<file path="src/design/stt_pkg.sv">
// Shared types, character classes and token codes for the script text tokenizer.
// No dependencies; imported by script_text_tokenizer.
package stt_pkg;

    localparam int OFFSET_BITS = 32;
    localparam int FIFO_DEPTH  = 4;
    localparam int FIFO_AW     = $clog2(FIFO_DEPTH);
    localparam int FIFO_CW     = $clog2(FIFO_DEPTH + 1);
    localparam int TDATA_BITS  = 2 * OFFSET_BITS;

    localparam logic [7:0] CH_HASH   = 8'h23;
    localparam logic [7:0] CH_EQUALS = 8'h3D;
    localparam logic [7:0] CH_COLON  = 8'h3A;
    localparam logic [7:0] CH_LBRACE = 8'h7B;
    localparam logic [7:0] CH_RBRACE = 8'h7D;
    localparam logic [7:0] CH_DQUOTE = 8'h22;
    localparam logic [7:0] CH_SQUOTE = 8'h27;
    localparam logic [7:0] CH_NL     = 8'h0A;
    localparam logic [7:0] CH_UNDER  = 8'h5F;
    localparam logic [7:0] CH_DOT    = 8'h2E;
    localparam logic [7:0] CH_SLASH  = 8'h2F;
    localparam logic [7:0] CH_DASH   = 8'h2D;
    localparam logic [7:0] CH_SPACE  = 8'h20;

    typedef enum logic [4:0] {
        MODE_IDLE    = 5'b00001,
        MODE_COMMENT = 5'b00010,
        MODE_STRING  = 5'b00100,
        MODE_NUMBER  = 5'b01000,
        MODE_IDENT   = 5'b10000
    } t_mode;

    typedef enum logic [3:0] {
        KIND_COMMENT = 4'd0,
        KIND_EQUALS  = 4'd1,
        KIND_COLON   = 4'd2,
        KIND_OPEN    = 4'd3,
        KIND_CLOSE   = 4'd4,
        KIND_STRING  = 4'd5,
        KIND_NUMBER  = 4'd6,
        KIND_IDENT   = 4'd7,
        KIND_UNKNOWN = 4'd8,
        KIND_EOF     = 4'd9
    } t_kind;

    typedef struct packed {
        t_kind                  kind;
        logic [OFFSET_BITS-1:0] start_off;
        logic [OFFSET_BITS-1:0] end_off;
        logic                   last;
    } t_token;

    function automatic logic is_digit(input logic [7:0] c);
        return (c inside {[8'h30:8'h39]});
    endfunction

    function automatic logic is_space(input logic [7:0] c);
        return (c == CH_SPACE) || (c inside {[8'h09:8'h0D]});
    endfunction

    function automatic logic is_ident(input logic [7:0] c);
        return (c inside {[8'h61:8'h7A], [8'h41:8'h5A]}) || is_digit(c) ||
               (c == CH_UNDER) || (c == CH_DOT) || (c == CH_SLASH) || (c == CH_DASH);
    endfunction

endpackage

</file>
<file path="src/design/script_text_tokenizer.sv">
// Script text tokenizer: byte stream in, token records out.
// Depends on stt_pkg for token codes, scan modes and character classes.
//
// Usage
//   Slave stream s_axis: one text byte per item in s_axis_tdata, with
//   s_axis_tuser[0] set on the end-of-text item (its data byte is ignored).
//   Master stream m_axis: one token per item; tdata carries the start offset
//   (low word) and the end offset (high word, one past the last byte), tuser
//   the token kind, tlast the final token caused by one input item.
//   Latency: tokens an input item causes are written to the output queue at
//   the edge that accepts it and are offered on m_axis after older queued tokens.
//   Throughput: one input item per cycle while s_axis_tready is high. The scan
//   state update and the token build are one short compare-and-select pass;
//   an item that closes a run and also yields a single-byte token, or ends
//   the text with a token pending, gives two results, and the four-entry
//   output queue absorbs these, holding the input off when it fills, while
//   m_axis drains one token per cycle whenever m_axis_tready is high.
//   Stall: s_axis_tready drops when the queue has fewer than two free
//   entries; tokens are never dropped and hold while m_axis_tready is low.
//   Reset (synchronous, active low): clear the scan mode, offsets and queue.
//   End of text flushes the pending token, emits the eof token and returns
//   the scanner to its reset state.
module script_text_tokenizer
    import stt_pkg::*;
(
    input  logic                  i_clk,
    input  logic                  i_rst_n,
    input  logic                  s_axis_tvalid,
    output logic                  s_axis_tready,
    input  logic [7:0]            s_axis_tdata,  // [7:0] byte_value
    input  logic [0:0]            s_axis_tuser,  // [0] action (1 = end of text)
    output logic                  m_axis_tvalid,
    input  logic                  m_axis_tready,
    output logic [TDATA_BITS-1:0] m_axis_tdata,  // [31:0] start_offset, [63:32] end_offset
    output logic [3:0]            m_axis_tuser,  // [3:0] token_kind
    output logic                  m_axis_tlast   // last result of this input item
);

    // scanner state
    t_mode                  r_mode, n_mode;
    logic                   r_sq, n_sq;          // string opened by a single quote
    logic [OFFSET_BITS-1:0] r_ts, n_ts;          // start of the pending token
    logic [OFFSET_BITS-1:0] r_pos, n_pos;        // offset of the next byte

    // output queue
    t_token               r_fifo [FIFO_DEPTH];
    logic [FIFO_AW-1:0]   r_wr_ptr, r_rd_ptr;
    logic [FIFO_CW-1:0]   r_count, n_count;

    logic                   in_acc, out_pop, eot, do_scan;
    logic [7:0]             c;
    logic [OFFSET_BITS-1:0] pos_nxt;
    logic                   close_vld, scan_vld;
    t_token                 close_tok, scan_tok, slot0, slot1;
    logic [1:0]             emit_cnt;

    assign s_axis_tready = (r_count <= FIFO_CW'(FIFO_DEPTH - 2));
    assign in_acc        = s_axis_tvalid && s_axis_tready;
    assign out_pop       = m_axis_tvalid && m_axis_tready;
    assign eot           = s_axis_tuser[0];
    assign c             = s_axis_tdata;
    assign pos_nxt       = r_pos + OFFSET_BITS'(1);

    // Scan one item: eot flushes; else close a run, scan when idle or after number/ident.
    always_comb begin
        n_mode    = r_mode;
        n_sq      = r_sq;
        n_ts      = r_ts;
        n_pos     = r_pos;
        close_vld = 1'b0;
        scan_vld  = 1'b0;
        do_scan   = 1'b0;
        close_tok = '{kind: KIND_COMMENT, start_off: r_ts, end_off: r_pos, last: 1'b0};
        scan_tok  = '{kind: KIND_UNKNOWN, start_off: r_pos, end_off: pos_nxt, last: 1'b1};

        if (in_acc) begin
            if (eot) begin
                // flush any pending run, then the eof marker; back to reset state
                close_vld = (r_mode != MODE_IDLE);
                case (r_mode)
                    MODE_COMMENT: close_tok.kind = KIND_COMMENT;
                    MODE_STRING:  close_tok.kind = KIND_STRING;
                    MODE_NUMBER:  close_tok.kind = KIND_NUMBER;
                    MODE_IDENT:   close_tok.kind = KIND_IDENT;
                    default:      close_tok.kind = KIND_COMMENT;
                endcase
                scan_vld          = 1'b1;
                scan_tok.kind     = KIND_EOF;
                scan_tok.end_off  = r_pos;
                n_mode            = MODE_IDLE;
                n_sq              = 1'b0;
                n_ts              = '0;
                n_pos             = '0;
            end else begin
                n_pos = pos_nxt;
                case (r_mode)
                    MODE_COMMENT: begin
                        if (c == CH_NL) begin
                            close_vld = 1'b1;
                            n_mode    = MODE_IDLE;
                        end
                    end
                    MODE_STRING: begin
                        if (c == (r_sq ? CH_SQUOTE : CH_DQUOTE)) begin
                            close_vld         = 1'b1;
                            close_tok.kind    = KIND_STRING;
                            close_tok.end_off = pos_nxt;
                            n_mode            = MODE_IDLE;
                            n_sq              = 1'b0;
                        end
                    end
                    MODE_NUMBER: begin
                        if (!is_digit(c)) begin
                            close_vld      = 1'b1;
                            close_tok.kind = KIND_NUMBER;
                            n_mode         = MODE_IDLE;
                            do_scan        = 1'b1;
                        end
                    end
                    MODE_IDENT: begin
                        if (!is_ident(c)) begin
                            close_vld      = 1'b1;
                            close_tok.kind = KIND_IDENT;
                            n_mode         = MODE_IDLE;
                            do_scan        = 1'b1;
                        end
                    end
                    default: begin
                        n_mode  = MODE_IDLE;
                        do_scan = 1'b1;
                    end
                endcase

                // fresh scan of the byte with nothing pending
                if (do_scan && !is_space(c)) begin
                    if (c == CH_HASH) begin
                        n_mode = MODE_COMMENT;
                        n_ts   = r_pos;
                    end else if (c == CH_EQUALS) begin
                        scan_vld      = 1'b1;
                        scan_tok.kind = KIND_EQUALS;
                    end else if (c == CH_COLON) begin
                        scan_vld      = 1'b1;
                        scan_tok.kind = KIND_COLON;
                    end else if (c == CH_LBRACE) begin
                        scan_vld      = 1'b1;
                        scan_tok.kind = KIND_OPEN;
                    end else if (c == CH_RBRACE) begin
                        scan_vld      = 1'b1;
                        scan_tok.kind = KIND_CLOSE;
                    end else if ((c == CH_DQUOTE) || (c == CH_SQUOTE)) begin
                        n_mode = MODE_STRING;
                        n_sq   = (c == CH_SQUOTE);
                        n_ts   = r_pos;
                    end else if (is_digit(c)) begin
                        n_mode = MODE_NUMBER;
                        n_ts   = r_pos;
                    end else if (is_ident(c)) begin
                        n_mode = MODE_IDENT;
                        n_ts   = r_pos;
                    end else begin
                        scan_vld = 1'b1;
                    end
                end
            end
        end
    end

    // Pack the results of this item into consecutive queue slots; mark the final one.
    always_comb begin
        slot0      = close_vld ? close_tok : scan_tok;
        slot0.last = !(close_vld && scan_vld);
        slot1      = scan_tok;
        emit_cnt   = {1'b0, close_vld} + {1'b0, scan_vld};
        n_count    = r_count + FIFO_CW'(emit_cnt) - FIFO_CW'(out_pop);
    end

    always_ff @(posedge i_clk) begin
        if (!i_rst_n) begin
            r_mode   <= MODE_IDLE;
            r_sq     <= 1'b0;
            r_ts     <= '0;
            r_pos    <= '0;
            r_wr_ptr <= '0;
            r_rd_ptr <= '0;
            r_count  <= '0;
        end else begin
            r_mode   <= n_mode;
            r_sq     <= n_sq;
            r_ts     <= n_ts;
            r_pos    <= n_pos;
            r_count  <= n_count;
            r_wr_ptr <= r_wr_ptr + FIFO_AW'(emit_cnt);
            if (out_pop) begin
                r_rd_ptr <= r_rd_ptr + FIFO_AW'(1);
            end
        end
    end

    // queue payload: no reset needed
    always_ff @(posedge i_clk) begin
        if (emit_cnt != 2'd0) begin
            r_fifo[r_wr_ptr] <= slot0;
        end
        if (emit_cnt == 2'd2) begin
            r_fifo[r_wr_ptr + FIFO_AW'(1)] <= slot1;
        end
    end

    assign m_axis_tvalid = (r_count != '0);
    assign m_axis_tdata  = {r_fifo[r_rd_ptr].end_off, r_fifo[r_rd_ptr].start_off};
    assign m_axis_tuser  = r_fifo[r_rd_ptr].kind;
    assign m_axis_tlast  = r_fifo[r_rd_ptr].last;

    // queue never overflows
    a_no_overflow: assert property (@(posedge i_clk) disable iff (!i_rst_n)
        r_count <= FIFO_CW'(FIFO_DEPTH))
        else $error("token queue overflow");

    // a text byte advances the position by one
    a_pos_step: assert property (@(posedge i_clk) disable iff (!i_rst_n)
        (in_acc && !eot) |=> (r_pos == $past(r_pos) + OFFSET_BITS'(1)))
        else $error("byte position did not advance");

    // end of text returns the scanner to its reset state
    a_eot_reset: assert property (@(posedge i_clk) disable iff (!i_rst_n)
        (in_acc && eot) |=> (r_mode == MODE_IDLE && r_pos == '0 && !r_sq))
        else $error("scanner not reset after end of text");

    // end of text always leaves at least the eof token queued
    a_eof_queued: assert property (@(posedge i_clk) disable iff (!i_rst_n)
        (in_acc && eot) |=> m_axis_tvalid)
        else $error("no token queued after end of text");

endmodule
</file>
<file path="config.mk">
export PLATFORM = sky130hd
export DESIGN_NAME = script_text_tokenizer
export DESIGN_NICKNAME = d
export VERILOG_FILES = /design/src/design/stt_pkg.sv /design/src/design/script_text_tokenizer.sv
export SDC_FILE = /design/constraint.sdc
export NUM_CORES = 1
export LEC_CHECK = 0
export BUFFER_PORTS_ARGS = -buffer_cell sky130_fd_sc_hd__buf_4
export CAP_MARGIN = 10
export CORE_ASPECT_RATIO = 1.5
export CORE_MARGIN = 2
export CORE_UTILIZATION = 45
export CTS_CLUSTER_SIZE = 24
export DETAILED_ROUTE_END_ITERATION = 8
export PLACE_DENSITY = 0.65
export SETUP_SLACK_MARGIN = 0.3
export SLEW_MARGIN = 20
export SYNTH_ARGS = -nofsm -noshare
export SYNTH_HDL_FRONTEND = slang
export SYNTH_SLANG_ARGS = --single-unit
</file>
<file path="constraint.sdc">
create_clock -name i_clk -period 7.1 [get_ports i_clk]
set_input_delay 0.355 -clock i_clk [delete_from_list [all_inputs] [get_ports i_clk]]
set_output_delay 0.355 -clock i_clk [all_outputs]
set_load 0.01 [all_outputs]
</file>
==> results of run 1 <==
==> path summary, 6_finish.rpt <==
check	cells past startpoint	slack, ns	endpoint
min reg2reg	2	0.50	r_fifo[0][0]$_SDFFE_PP1P_
min	2	0.35	r_ts[0]$_SDFFE_PN0P_
max	13	2.00	r_fifo[0][2]$_DFFE_PP_
max reg2reg	13	2.00	r_fifo[0][2]$_DFFE_PP_
==> cells in the final DEF, fill, tap and decap left out, types with 41 or more instances in the layout <==
cell      instances
nor2_1           83
edfxtp_1        272
nand2_1         111
buf_4           113
nand3_1          41
a21oi_1          52
a22o_1          164
o21ai_0         155
dfxtp_1          81
mux4_2           69
==> cell usage after synthesis, drive strengths merged (6+ instances only) <==
library cell	count
nor2	88
o21ai	162
nand2b	9
and3	17
mux4	69
dfxtp	83
xor2	12
a21boi	6
ha	9
a21oi	56
and4	7
edfxtp	272
o211ai	7
nand3	41
and2	30
a221o	6
or3	15
nor2b	20
clkbuf	117
nand4	9
o31ai	38
o21a	11
inv	19
xnor2	9
nand2	111
o22ai	15
a22o	164
a21o	7
nor3	32
buf	37
==> where the power goes <==
group	internal [mW]	switching, mW
clock network	0.978	0.780
logic	0.764	1.13
registers	2.55	0.150
total	4.30	2.06
==> through the flow <==
| stage | instance area, um^2 | setup slack, ns |
|---|---|---|
| after floorplan | 18100 | 1.68 |
| after global placement | 19100 | 1.99 |
| after detailed placement | 19100 | 1.92 |
| after CTS | 20100 | 2.05 |
| after global routing | 20100 | 1.75 |
| final | 20100 | 2.00 |
==> metal layers <==
layer	vias up	wire length (um)
met2	660	27200
li1	5967	-
met4	0	2890
met1	6803	19600
met3	155	3760
met5	-	0
==> critical path, delay by kind of cell, from the launching register on <==
family	cells	cell delay [ns]
AOI/OAI and AO/OA	3	1.03
adders and majority gates	1	0.45
buffers and inverters	4	1.43
DFF	1	0.37
and+or+nand+nor	5	1.42
==> flip-flops by register name, indices dropped and copies added (netlist names), named ones only <==
| register | cells |
|---|---|
| r_wr_ptr | 2 |
| r_mode | 5 |
| r_rd_ptr | 2 |
| r_count | 3 |
| r_ts | 32 |
| r_pos | 32 |
| r_fifo | 276 |
| r_sq | 1 |
==> cell families after synthesis <==
family | count (synthesis) | synth area share, %
xor gates and xnor gates | 21 | 1.01
buffers and inverters | 174 | 4.19
adders and majority gates | 10 | 0.731
muxes | 77 | 9.07
AOI/OAI and AO/OA | 506 | 19.7
and+or+nand+nor | 398 | 11.1
DFF | 355 | 54.2
==> layout make-up <==
cell class	count	area, um^2	area share [%]
sequential	355	9840	48.9
multi-input combinational	1012	7620	37.9
inverter	20	77.6	0.386
timing repair buffer	115	888	4.42
clock inverter	8	52.6	0.261
tap	506	633	3.15
clock buffer	53	1000	4.99
==> impl_results.md, run 1 <==
- Outcome: completed
- Required @ worst endpoint: 7.25 ns
- Initial antenna violation count: 0
- Minimum clock period: 5.10 ns
- Routing usage on met3: 3.41%
- Ys flop type: edfxtp_1
- Cts bufs inserted: 34
- Fillers: 3,465
- Mapped Cells: 1,541
- Total gr overflow: 0
- Max cap viols: 0
- Max Slew Vio Count: 0
- CP Data Arrival Time: 5.25 ns
- Setup violators final: 0
- Finished Layout Cells: 2,069
- CP endpoint kind: flop
- CTS tree: built
- WHS: 0.345 ns
- Final hold vios: 0
- Gpl congestion: 0.915
- Post-CTS Hold Fix Bufs: 0
- Wire length per cell: 25.8 um
- R2R Path Start: r_mode[2]$_SDFFE_PN0P_
- Worst setup path class: flop to flop
- Synth-to-layout area growth: 10.9%
- Most used cell, CP: buf_4
- Final core occ: 50.3%
- Die Y: 250 um
- Initial DRC Count: 1,273
- Max FO, Critical Path: 39
- Htree depth: 2
- Ys Warns: 0
- Clk buf depth: 3
- Initial core utilization: 45.4%
- Layout Nets: 1,561
- CTS resizes: 0
- Vias in the first global route: 13,600
- Global-route wire length before repair: 80,700 um
- RSZ-0062 raised after global routing: no
- Post-DRT Antenna Nets: 0
- Mapped Area: 18,100 um^2
- Number of setup buffers added after CTS: 0
- Top cells by area, synth: edfxtp_1, dfxtp_1, mux4_2
- Layout cell share with drive strength beyond 1: 17.5%
- Fmax: 0.196 GHz
- Die width: 168 um
- GRT Max-Usage Layer: met2
- Area share of the largest cell type after synthesis: 45.0%
- Final setup TNS: 0 ns
- # port buffers: 83
- Sequential fraction of the synthesis area: 54.2%
- Synth area leader: edfxtp_1
- Hold_sp: i_rst_n
- Synth async-reset ratio: 0%
- Number of synthesized flops with an enable pin: 272
- Worst-path clk slew: 0.06 ns
- Period Utilization, post-route: 71.8%
- I/O pin total: 84
- Vias/cell: 6.57
- Global Route Usage Sum: 25.3%
- Met1 usage: 30.1%
- Peak VDD IR: 0.132 mV
- Worst relative slew slack: 29.8%
- Met2 usage: 44.2%
- Crit-path cells: or2_2 > nor4b_2 > a2bb2oi_1 > o21a_1 > a21oi_4 > ha_1 > nand2_1 > nor2_1 > nor2_1 > buf_4 > clkinv_2 > buf_4 > buf_4
- Crit path launch: r_mode[2]$_SDFFE_PN0P_
- Setup crit start kind: flop
- Core Area: 40,000 um^2
- Netlist cell types: 83
- Number of remaining DRC errors: 0
- Actual slew at the worst max-slew pin: 1.05 ns
- Leakage Power: 6.88 nW
- FF+latch count, synth: 355
- Num rows: 90
- Pwr/cell area: 316 nW/um^2
- Ant. Diodes: 0
- Die Area: 41,900 um^2
- Largest net degree at the start of global routing: 60
- DR vias: 13,600
- Syn_nets: 1,564
- Root buf cell: clkbuf_16
- Critical-path top delay cell: buf_4
- Hold Path Class: input port to flop
- CP peak stage delay: 0.57 ns
- Cells after DPL: 2,008
- Clk sinks: 355
- Hpwl dp: 31,900 um
- Tot Pwr: 6.35 mW
- Skew-Pair Late Insertion Delay: 0.53 ns
- Initial DRT Pass Iterations: 5
- Final wirelength: 53,400 um
- Post-Syn Area per Cell: 11.8 um^2
- Post-route clock skew: 0.0148 ns
(Power assumes the default switching activity.)
==> inputs of run 2 (changes only) <==
--- a/config.mk
+++ b/config.mk
@@ -12,7 +12,7 @@
 export CORE_UTILIZATION = 45
 export CTS_CLUSTER_SIZE = 24
 export DETAILED_ROUTE_END_ITERATION = 8
-export PLACE_DENSITY = 0.65
+export PLACE_DENSITY = 0.68
 export SETUP_SLACK_MARGIN = 0.3
 export SLEW_MARGIN = 20
 export SYNTH_ARGS = -nofsm -noshare
==> constraint.sdc (replaced) <==
create_clock -name i_clk -period 4.6 [get_ports i_clk]
set_input_delay 0.23 -clock i_clk [delete_from_list [all_inputs] [get_ports i_clk]]
set_output_delay 0.23 -clock i_clk [all_outputs]
set_load 0.01 [all_outputs]
==> run 2 against run 1 <==
Net effect: cell count is 1.3% higher; critical endpoint is now r_fifo[3][13]$_DFFE_PP_; sequential cell count stayed put; critical path type unchanged; cell area is 2.3% higher; combinational power is 61% higher.
==> impl_results.md, run 2 (synthesized netlist as in run 1, its figures left out) <==
- Vias in the first global route: 13,800 (+1.2%)
- Clk sinks: 355 (unchanged)
- Initial DRC Count: 1,302 (+2.3%)
- Htree depth: 2 (unchanged)
- Max Slew Vio Count: 0 (unchanged)
- Hold Path Class: input port to flop
- Post-DRT Antenna Nets: 0 (unchanged)
- Biggest register: r_fifo
- Largest net degree at the start of global routing: 71 (+18%)
- Skew-Pair Late Insertion Delay: 0.53 ns (about the same)
- Most common cell after layout, fill and taps aside: edfxtp_1
- DR vias: 13,600 (+0.066%)
- CP endpoint kind: flop
- Cts bufs inserted: 36 (+5.9%)
- Num rows: 90 (unchanged)
- Worst Reg-to-Reg Cells: 16 (+3)
- Pwr/cell area: 493 nW/um^2 (+56%)
- Placed Area: 19,300 um^2 (+1.4%)
- Required @ worst endpoint: 4.88 ns (-2.37 ns)
- Die Y: 250 um (unchanged)
- CTS tree: built
- Post-route clock skew: 0.0114 ns (-0.00337 ns)
- Cells after DPL: 2,024 (+0.80%)
- Minimum clock period: 4.10 ns (-0.997 ns)
- Post-route cell area: 20,600 um^2 (+2.3%)
- Initial DRT Pass Iterations: 5 (unchanged)
- Outcome: completed
- Hpwl dp: 31,900 um (+0.18%)
- Wire length per cell: 25.4 um (-1.8%)
- Finished Layout Cells: 2,096 (+1.3%)
- Hold_sp: m_axis_tready
- Layout cell share with drive strength beyond 1: 19.7% (+2.2 points)
- Internal power: 6.91 mW (+61%)
- # port buffers: 83 (unchanged)
- Final core occ: 51.5% (+1.1 points)
- RSZ-0062 raised after global routing: no
- R2r setup slk: 0.50 ns (-1.50 ns)
- R2R Path Start: r_mode[2]$_SDFFE_PN0P_
- Worst-path clk slew: 0.06 ns (about the same)
- Largest regs: r_fifo: 276 flops, r_pos: 32 flops, r_ts: 32 flops
- R2r endpoint: r_fifo[3][13]$_DFFE_PP_
- Final setup TNS: 0 ns (unchanged)
- Number of remaining DRC errors: 0 (unchanged)
- Max cap viols: 0 (unchanged)
- Die Area: 41,900 um^2 (unchanged)
- Gpl congestion: 0.900 (-1.6%)
- Net switching power: 3.23 mW (+57%)
- Fmax: 0.244 GHz (+24%)
- Max FFs per register: 276 (unchanged)
- Ant. Diodes: 0 (unchanged)
- Peak VDD IR: 0.266 mV (+100%)
- Combinational fraction of design power: 30.1% (+0.4 points)
- Sequential Power Share: 40.9% (-1.7 points)
- Die width: 168 um (unchanged)
- I/O pin total: 84 (unchanged)
- Initial core utilization: 45.4% (unchanged)
- Core Area: 40,000 um^2 (unchanged)
- CP Data Arrival Time: 4.38 ns (-0.87 ns)
- Setup violators final: 0 (unchanged)
- Worst relative slew slack: 36.4% (+6.6 points)
- Synth-to-layout area growth: 13.4%
- Clk buf depth: 3 (unchanged)
- Layout Nets: 1,587 (+1.7%)
- Final wirelength: 53,100 um (-0.50%)
- Fillers: 3,432 (-0.95%)
- Setup crit start kind: flop
- Most frequent cells in the layout: edfxtp_1, a22o_1, o21ai_0
- Clock power frac: 28.9% (+1.2 points)
- Crit path launch: r_mode[2]$_SDFFE_PN0P_
- Global-route wire length before repair: 80,600 um (-0.19%)
- Initial antenna violation count: 0 (unchanged)
- Total gr overflow: 0 (unchanged)
- Worst setup path class: flop to flop
- Vias/cell: 6.49 (-1.2%)
- Actual slew at the worst max-slew pin: 0.952 ns (-0.101 ns)
- Leakage Power: 7.05 nW (+2.6%)
- Final hold vios: 0 (unchanged)
- Root buf cell: clkbuf_16
- Hold path cells: 4 (+2)
- Global Route Usage Sum: 25.1% (-0.20 points)
- Max FO, Critical Path: 18 (-54%)
- Period Utilization, post-route: 89.2% (+17 points)
- Sw Ratio: 31.9% (-0.49 points)
run 2: worst max path at each step:
| stage | to |
|---|---|
| floorplan | r_fifo[0][10]$_DFFE_PP_ |
| CTS | r_fifo[2][13]$_DFFE_PP_ |
| finish | r_fifo[3][13]$_DFFE_PP_ |
| detailed placement | r_fifo[2][13]$_DFFE_PP_ |
| global placement | r_fifo[2][13]$_DFFE_PP_ |
| global route | r_fifo[3][15]$_DFFE_PP_ |
run 2: worst max-delay path, cell delays in order, from the launching register on:
cell and delay, ns:
dfxtp_1 0.37, or2_4 0.29, o21a_1 0.19, a211oi_2 0.31
o211a_4 0.26, nor2_2 0.07, and2_1 0.17, o21a_1 0.17
ha_1 0.21, buf_4 0.18, inv_1 0.10, nand2_1 0.11
nand3_1 0.14, a311o_1 0.50, buf_4 0.39, nor3_1 0.08
a221o_1 0.29
run 2: metal layers:
layer / GRT usage [%] / share of wire (%) / up-vias
met5: 0 / 0 / -
met4: 14.2 / 5.7 / 0
met3: 3.58 / 7.1 / 190
met2: 44.8 / 52 / 649
met1: 28.8 / 36 / 6721
li1: - / - / 6034
run 2: metrics by stage:
stage	setup WS, ns	power (mW)	hold slack, ns
floorplan	0.305	5.87	0.405
global placement	0.313	7.22	0.479
detailed placement	0.266	7.25	0.478
CTS	0.355	10.2	0.211
global route	0.336	10.5	0.248
finish	0.497	10.1	0.221
run 2: power by group through the flow:
stage | Combinational, mW | Sequential [mW] | Clock, mW
after floorplan | 1.78 | 4.09 | 0
after global placement | 3.02 | 4.20 | 0
after detailed placement | 3.03 | 4.22 | 0
after CTS | 3.04 | 4.16 | 2.97
after global routing | 3.22 | 4.20 | 3.08
final | 3.05 | 4.15 | 2.93
run 2: layout make-up:
type,count,area (um^2),area share (%)
flip-flops and latches,355,9840,47.8
multi-input cells,1012,7690,37.4
repair buffers,139,1150,5.58
clock buffers,47,1000,4.88
well taps,506,633,3.08
clock inverters,17,164,0.797
inverters,20,90.1,0.438
run 2: repair_timing:
item | CTS | global route
endpoints found under the setup margin | 0 | 170
buffers inserted | 0 | 8
hold endpoints to repair | 0 | 0
resized for setup | 0 | 3
hold buffers | 0 | 0
